## src/sv/ftpi_pkg.sv

```systemverilog
package ftpi_pkg;

    localparam int FORCE_W = 16;
    localparam int PWM_W   = 11;
    localparam int CFG_W   = 9;
    localparam int NUM_W   = 28;   // |(f - x1) * (y2 - y1)| < 2^27
    localparam int DEN_W   = 17;   // |x2 - x1| <= 65535

    localparam logic       CMD_WRITE   = 1'b0;
    localparam logic       CMD_CONVERT = 1'b1;

    localparam logic [1:0] STAT_INTERP  = 2'd0;
    localparam logic [1:0] STAT_LOW     = 2'd1;
    localparam logic [1:0] STAT_HIGH    = 2'd2;
    localparam logic [1:0] STAT_WRITTEN = 2'd3;

    localparam logic [PWM_W-1:0] PWM_LOW_CLAMP  = 11'd1100;
    localparam logic [PWM_W-1:0] PWM_HIGH_CLAMP = 11'd1896;
    localparam logic [PWM_W-1:0] PWM_MAX        = 11'd2047;

    localparam logic [CFG_W-1:0] POINTS_RESET = 9'd186;

    typedef struct packed {
        logic                      command;
        logic [7:0]                point_index;
        logic signed [FORCE_W-1:0] point_force;
        logic [PWM_W-1:0]          point_pwm;
        logic signed [FORCE_W-1:0] force_req;
    } in_t;

    typedef struct packed {
        logic [PWM_W-1:0] pwm_us;
        logic [1:0]       status;
    } out_t;

    typedef struct packed {
        logic signed [FORCE_W-1:0] force_val;
        logic [PWM_W-1:0]          pwm;
    } point_t;

    typedef struct packed {
        logic             start;
        logic [NUM_W-1:0] num;
        logic [DEN_W-1:0] den;
    } div_req_t;

    typedef struct packed {
        logic             done;
        logic [NUM_W-1:0] quot;
    } div_rsp_t;

endpackage

```

## src/sv/ftpi_div.sv

```systemverilog
module ftpi_div import ftpi_pkg::*; (
    input  logic     aclk,
    input  logic     aresetn,
    input  div_req_t req,
    output div_rsp_t rsp
);

    localparam int CNT_W = $clog2(NUM_W);

    logic             busy_reg;
    logic             done_reg;
    logic [CNT_W-1:0] cnt_reg;
    logic [DEN_W-1:0] rem_reg;
    logic [NUM_W-1:0] dvd_reg;
    logic [DEN_W-1:0] den_reg;

    logic [DEN_W:0]   trial;
    logic [DEN_W:0]   diff;
    logic             ge;

    // restoring divide, one quotient bit per cycle; quotient shifts into dvd_reg
    assign trial = {rem_reg, dvd_reg[NUM_W-1]};
    assign diff  = trial - {1'b0, den_reg};
    assign ge    = (trial >= {1'b0, den_reg});

    always_ff @(posedge aclk) begin
        if (!aresetn) begin
            busy_reg <= 1'b0;
            done_reg <= 1'b0;
            cnt_reg  <= '0;
        end else begin
            done_reg <= 1'b0;
            if (req.start) begin
                busy_reg <= 1'b1;
                cnt_reg  <= '0;
                rem_reg  <= '0;
                dvd_reg  <= req.num;
                den_reg  <= req.den;
            end else if (busy_reg) begin
                rem_reg <= ge ? diff[DEN_W-1:0] : trial[DEN_W-1:0];
                dvd_reg <= {dvd_reg[NUM_W-2:0], ge};
                if (cnt_reg == CNT_W'(NUM_W - 1)) begin
                    busy_reg <= 1'b0;
                    done_reg <= 1'b1;
                end else begin
                    cnt_reg <= cnt_reg + 1'b1;
                end
            end
        end
    end

    assign rsp.done = done_reg;
    assign rsp.quot = dvd_reg;

endmodule

```

## config.mk

```make
export PLATFORM = sky130hd
export DESIGN_NAME = ftpi_div
export DESIGN_NICKNAME = d
export VERILOG_FILES = /design/src/sv/ftpi_pkg.sv /design/src/sv/ftpi_div.sv
export SDC_FILE = /design/constraint.sdc
export NUM_CORES = 1
export LEC_CHECK = 0
export BUFFER_PORTS_ARGS = -buffer_cell sky130_fd_sc_hd__buf_2
export CAP_MARGIN = 10
export CORE_ASPECT_RATIO = 1.5
export CORE_MARGIN = 4
export CORE_UTILIZATION = 50
export CTS_CLUSTER_SIZE = 25
export DETAILED_ROUTE_END_ITERATION = 10
export GPL_ROUTABILITY_DRIVEN = 0
export PLACE_DENSITY = 0.74
export SETUP_SLACK_MARGIN = 0.4
export SKIP_LAST_GASP = 1
export SYNTH_ARGS = -nofsm -noshare
export SYNTH_HDL_FRONTEND = slang
export SYNTH_SLANG_ARGS = --single-unit
```

## constraint.sdc

```tcl
create_clock -name aclk -period 3.7 [get_ports aclk]
set_clock_uncertainty 0.1 [all_clocks]
set_input_delay 0.37 -clock aclk [delete_from_list [all_inputs] [get_ports aclk]]
set_output_delay 0.37 -clock aclk [all_outputs]
set_load 0.005 [all_outputs]
```

==> flow_metrics.py, run 1 <==
metrics = {
    "placement": {
        "io_buffers": 76,
        "detailedPlace.worstSlack_ns": 0.4291,
        "dp_hpwl_um": 5978,
        "placed_cells": 490,
    },
    "setup_path": {
        "r2r_slack_ns": 0.62,
        "worst_r2r_path_depth": 11,
        "timing.critical_path.cells": "inv_1 -> ha_1 -> inv_1 -> fa_1 -> a21o_1 -> a221oi_2 -> nor2_2 -> o221ai_4 -> buf_4 -> a21oi_1 -> a41o_1",
        "slowest_delay_ns": 0.41,
        "critPathArrivalTime_ns": 3.09,
        "crit_cells": 11,
        "start_kind": "flop",
        "slowest_library_cell_on_the_worst_path": "edfxtp_1",
        "endpoint_kind": "flop",
        "cp_num_buf_inv": 3,
        "worst-setup-path-type": "flop to flop",
        "critical-path-top-delay-family": "compound AO/OA/AOI/OAI gates",
        "critical_path_required_ns": 3.71,
        "critical_path_most_common_cell": "inv_1",
        "timing.critical_path.fanout_max": 9,
    },
    "routing": {
        "drt-total-wl_um": 8420,
        "drt_iter0_markers": 177,
        "met3WireLength_um": 606,
        "post_drt_via_cell_ratio": 5.713,
        "wl_met1_um": 3392,
        "detail_route.wl_per_cell_um": 16.67,
        "antenna_violating_nets_post_route": 0,
        "wl_met2_um": 4230,
        "routed.top_layer": "met4",
        "dr.pass1.iters": 5,
        "vias": 2885,
        "post-route-drc-count": 0,
    },
    "synth": {
        "ys_seq_area_frac": 0.5305,
        "yosys_most_used_dff": "edfxtp_1",
        "syn-num-nets": 387,
        "synth_area_per_cell_um2": 11.79,
        "synth.distinct_cells": 61,
        "synth_async_sr_flop_share": 0,
        "number_of_synthesized_flops_with_an_enable_pin": 62,
        "synth_area_mm2": 0.003774,
        "syn_inst": 320,
        "ys_seq_elements": 69,
        "yosysWarnings": 0,
    },
    "layout": {
        "final_layout_size_suffix_gt1_frac": 0.3235,
        "number_of_cells_in_the_finished_layout_apart_from_fillers": 505,
        "area.growth.synth_to_final_pct": 17.87,
        "nNetsFinal": 468,
        "largest_register_ffs": 28,
        "antennaDiodeCount": 0,
    },
    "floorplanning": {
        "site_row_count": 38,
        "dieHeight_um": 114.4,
        "floorplan.initialDensity": 0.5187,
        "die_w_um": 78.94,
        "die-area_mm2": 0.009030,
        "floorplan.core_area_mm2": 0.007274,
        "ios": 77,
    },
    "global_route": {
        "grt_max_degree": 41,
        "grt_pass1_vias": 2974,
        "track_usage": 0.2014,
        "wire_length_of_the_first_global_routing_pass_um": 14060,
        "global_route.overflow_total": 0,
        "antenna_found_initial": 0,
    },
    "run_status": {
        "outcome": "finished clean",
    },
    "timing": {
        "final_critical_path_setup_slack_ns": 0.6248,
        "max_slew.worst_pin.slew_ns": 0.9082,
        "rsz0062_at_grt": "false",
        "setup_viols_final": 0,
        "timing.final.crit_share": 0.8311,
        "fmaxAchievable_mhz": 325.2,
        "slew_headroom": 0.3945,
        "finalCriticalPeriod_ns": 3.075,
        "hold_viol": 0,
        "report.final.slew_viol_count": 0,
        "fin_setup_tns_ns": 0,
    },
    "clock_tree": {
        "cts.sink_count": 69,
        "postCtsResizedCells": 0,
        "cts.reportedPaths.clkPinSlew_ns": 0.07,
        "numCtsBuffers": 9,
        "clock_latency_at_the_later_pin_of_the_worst_skew_pair_ns": 0.35,
        "postCtsSetupRepairBufs": 0,
        "max-clock-path-buffers": 2,
        "postCtsHoldBufs": 0,
        "cts_root_buffer": "clkbuf_8",
        "tritoncts_clock_tree": "built",
        "cts_htree_levels": 3,
    },
    "pwr": {
        "power_switching_mw": 0.5607,
        "cellPowerDensity_mw_per_mm2": 447.3,
        "cell_internal_pwr_mw": 1.429,
        "share_comb_of_total_power": 0.233,
        "seqPwrFrac": 0.479,
        "clock_power_share": 0.289,
        "power.share.switching": 0.2818,
        "worst_ir_drop_vdd_uv": 276.7,
        "power_leakage_nw": 1.803,
    },
    "hold_path": {
        "whs_path_depth": 1,
        "hold_path_class": "input pin to flop",
    },
    "flow_run": {
        "cap_violations": 0,
    },
}
[layout by cell type, fill, tap and decap left out, types with 2 or more instances in the layout]
| master | instances |
|---|---|
| clkbuf_1 | 3 |
| nand2b_1 | 3 |
| or3_1 | 3 |
| a21o_1 | 3 |
| inv_1 | 24 |
| a31oi_1 | 3 |
| mux2_2 | 28 |
| dfxtp_1 | 7 |
| a21oi_1 | 25 |
| clkinv_1 | 2 |
| nor3_1 | 8 |
| nand3_1 | 13 |
| nand2_1 | 17 |
| o21a_1 | 4 |
| nand4_1 | 5 |
| buf_4 | 6 |
| clkbuf_8 | 9 |
| edfxtp_1 | 62 |
| xor2_1 | 6 |
| xnor2_1 | 7 |
| a211oi_1 | 4 |
| buf_2 | 76 |
| o21ai_0 | 7 |
| a311oi_1 | 2 |
| and4_1 | 3 |
| o211ai_1 | 2 |
| o21ai_1 | 9 |
| a41o_1 | 2 |
| ha_1 | 18 |
| nor2_1 | 11 |
[metal layers]
metal	track usage	vias up
met1	0.2385	1367
li1	-	1388
met5	0	-
met2	0.3330	115
met3	0.05827	15
met4	0.1009	0
[cell usage after synthesis (4+ instances only)]
library cell / number / area, µm²
nand3_1: 13 / 65.06
ha_1: 18 / 225.2
clkbuf_1: 4 / 15.01
nand4_1: 5 / 31.28
nor2_1: 11 / 41.29
inv_1: 24 / 90.09
o21ai_0: 7 / 35.03
mux2_2: 28 / 315.3
xnor2_1: 7 / 61.31
dfxtp_1: 7 / 140.1
o21ai_1: 9 / 45.04
edfxtp_1: 62 / 1862
a211oi_1: 4 / 30.03
o21a_1: 5 / 37.54
a21oi_1: 25 / 125.1
xor2_1: 6 / 52.55
nand2_1: 17 / 63.81
nor3_1: 8 / 40.04
[final timing paths]
path          startpoint     endpoint
min               req[8]   den_reg[8]
min reg2reg   cnt_reg[1]   cnt_reg[1]
max          dvd_reg[27]  rem_reg[15]
max reg2reg  dvd_reg[27]  rem_reg[15]
[power groups by stage]
stage	sequential [mW]	combinational [mW]	clock [mW]
finish	0.953	0.463	0.574
global route	0.959	0.512	0.619
CTS	0.953	0.454	0.585
detailed placement	0.968	0.449	0
global placement	0.967	0.442	0
floorplan	0.963	0.325	0
[layout make-up]
class | instances | area [µm²]
clock buffer | 12 | 135.1
timing repair buffer | 82 | 425.4
tap | 100 | 125.1
multi-input combinational | 214 | 1629
inverter | 25 | 93.84
sequential | 69 | 2002
fill | 570 | 2826
clock inverter | 3 | 37.54
[per-stage QoR]
| step | power [mW] | instance area (µm²) | utilization | hold slack, ns |
|---|---|---|---|---|
| after global routing | 2.090 | 4448 | 0.6115 | 0.07416 |
| after global placement | 1.409 | 4258 | 0.5853 | 0.3680 |
| after detailed placement | 1.417 | 4258 | 0.5853 | 0.3786 |
| after CTS | 1.991 | 4431 | 0.6090 | 0.07916 |
| after floorplan | 1.289 | 3774 | - | 0.3537 |
| final | 1.990 | 4448 | 0.6115 | 0.08841 |
[cell families after synthesis]
kind of cell,after synthesis,share of synthesized area
multiplexers,29,0.08621
buffers and inverters,37,0.04277
XOR/XNOR,13,0.03017
flip-flops,69,0.5305
AND/OR/NAND/NOR,72,0.1005
adder cells (fa/ha/maj),19,0.06499
AO/OA/AOI/OAI,81,0.1449
Power figures use the tool's default switching activity.
==> inputs of run 2 (changes only) <==
==> constraint.sdc (replaced) <==
create_clock -name aclk -period 3.12 [get_ports aclk]
set_clock_uncertainty 0.1 [all_clocks]
set_input_delay 0.312 -clock aclk [delete_from_list [all_inputs] [get_ports aclk]]
set_output_delay 0.312 -clock aclk [all_outputs]
set_load 0.005 [all_outputs]
==> run 2 against run 1 <==
  * Via count is 1.5% higher
  * Highest routed layer unchanged
  * Critical path type unchanged
  * Wire length is 5.2% higher
  * Register-to-register slack worse by 0.25 ns
  * Critical path depth is 1 lower
  * Sequential share of layout area is 1.5 points lower
==> flow_metrics.py, run 2 (synthesis results as in run 1) <==
metrics = {
    "timing": {
        "fmaxAchievable_mhz": 364.1,
        "report.final.slew_viol_count": 0,
        "setup_viols_final": 0,
        "max_slew.worst_pin.slew_ns": 0.9216,
        "fin_setup_tns_ns": 0,
        "hold_viol": 0,
        "slew_headroom": 0.3856,
        "timing.final.crit_share": 0.8803,
        "finalCriticalPeriod_ns": 2.747,
        "rsz0062_at_grt": "true",
        "hold-worst-slack_ns": 0.03020,
    },
    "global_route": {
        "track_usage": 0.2058,
        "antenna_found_initial": 0,
        "grt_pass1_vias": 3028,
        "grt_max_degree": 43,
        "global_route.overflow_total": 0,
        "wire_length_of_the_first_global_routing_pass_um": 14330,
    },
    "clock_tree": {
        "cts.sink_count": 69,
        "numCtsBuffers": 9,
        "cts_root_buffer": "clkbuf_8",
        "cts_htree_levels": 3,
        "cts.reportedPaths.clkPinSlew_ns": 0.07,
        "clock_latency_at_the_later_pin_of_the_worst_skew_pair_ns": 0.35,
        "postCtsHoldBufs": 0,
        "max-clock-path-buffers": 2,
        "tritoncts_clock_tree": "built",
    },
    "run_status": {
        "outcome": "finished clean",
    },
    "setup_path": {
        "endpoint_kind": "flop",
        "start_kind": "flop",
        "critical_path_required_ns": 3.10,
        "worst-setup-path-type": "flop to flop",
        "critPathArrivalTime_ns": 2.73,
        "timing.critical_path.fanout_max": 14,
    },
    "placement": {
        "place_area_mm2": 0.004274,
        "io_buffers": 76,
        "dp_hpwl_um": 6107,
    },
    "routing": {
        "post_drt_via_cell_ratio": 5.717,
        "antenna_violating_nets_post_route": 0,
        "detail_route.wl_per_cell_um": 17.31,
        "vias": 2927,
        "dr.pass1.iters": 6,
        "post-route-drc-count": 0,
        "drt_iter0_markers": 299,
        "drt-total-wl_um": 8862,
    },
    "layout": {
        "most_frequent_standard_cell_in_the_layout_excluding_fill_and_tap_cells": "buf_2",
        "nNetsFinal": 476,
        "largest_register_ffs": 28,
        "antennaDiodeCount": 0,
        "final_area_mm2": 0.004598,
        "final_layout_size_suffix_gt1_frac": 0.3835,
        "area.growth.synth_to_final_pct": 21.85,
        "layout.cells.most_common_list": "76 x buf_2, 62 x edfxtp_1, 28 x mux2_2",
    },
    "floorplanning": {
        "die_w_um": 78.94,
        "floorplan.core_area_mm2": 0.007274,
        "dieHeight_um": 114.4,
        "die-area_mm2": 0.009030,
        "floorplan.initialDensity": 0.5187,
        "ios": 77,
        "site_row_count": 38,
    },
    "flow_run": {
        "cap_violations": 0,
    },
    "pwr": {
        "worst_ir_drop_vdd_uv": 397.1,
        "power_leakage_nw": 1.846,
        "cellPowerDensity_mw_per_mm2": 523.3,
    },
    "hold_path": {
        "hold_path_class": "input pin to flop",
    },
}
run 2: final timing paths:
kind                     from          end  slack (ns)  cells past startpoint
setup / recovery  dvd_reg[27]  rem_reg[11]        0.37                     10
hold / removal         req[7]   den_reg[7]        0.03                      1
setup reg to reg  dvd_reg[27]  rem_reg[11]        0.37                     10
hold reg to reg    cnt_reg[1]   cnt_reg[1]        0.40                      2
run 2: routing by layer:
| metal | part of all wire | GRT usage | vias to the layer above | routed length, µm |
|---|---|---|---|---|
| li1 | - | - | 1397 | - |
| met1 | 0.40 | 0.2402 | 1370 | 3561 |
| met2 | 0.50 | 0.3432 | 133 | 4424 |
| met3 | 0.069 | 0.06142 | 27 | 609 |
| met4 | 0.030 | 0.1021 | 0 | 266 |
| met5 | 0 | 0 | - | 0 |
run 2: area by class of cell:
cell class,count,area (µm²)
Timing Repair Buffer,90,489.2
Clock inverter,3,38.79
Tap cell,100,125.1
Fill cell,566,2676
Clock buffer,11,131.4
Multi-Input combinational cell,214,1718
Inverter,25,93.84
Sequential cell,69,2002
run 2: worst max-delay path, stage by stage (launching register included):
cell	delay (ns)
edfxtp_1	0.38
inv_1	0.07
ha_2	0.17
inv_2	0.04
fa_2	0.37
a21o_1	0.22
a221oi_2	0.33
nor2_2	0.12
o221a_4	0.34
nor3_1	0.23
a311oi_2	0.09
run 2: power breakdown:
group          total (mW)  internal [mW]  switching [mW]
Sequential           1.13           1.10          0.0354
Clock               0.672          0.357           0.315
Combinational       0.603          0.270           0.333
Total                2.41           1.72           0.683
run 2: through the flow:
stage / setup slack (ns) / instances / power (mW) / utilization
floorplan: 0.4168 / 320 / 1.532 / -
global placement: 0.3891 / 491 / 1.677 / 0.5875
detailed placement: 0.3287 / 491 / 1.690 / 0.5875
CTS: 0.3918 / 510 / 2.376 / 0.6211
global route: 0.2510 / 512 / 2.516 / 0.6321
finish: 0.3734 / 512 / 2.406 / 0.6321
run 2: timing repair:
item / 4_1_cts / 5_1_grt
setup buffers: 5 / 2
endpoints found under the setup margin: 17 / 18
pin swaps: 4 / 6
gates resized for setup: 6 / 16
gates cloned: 0 / 0
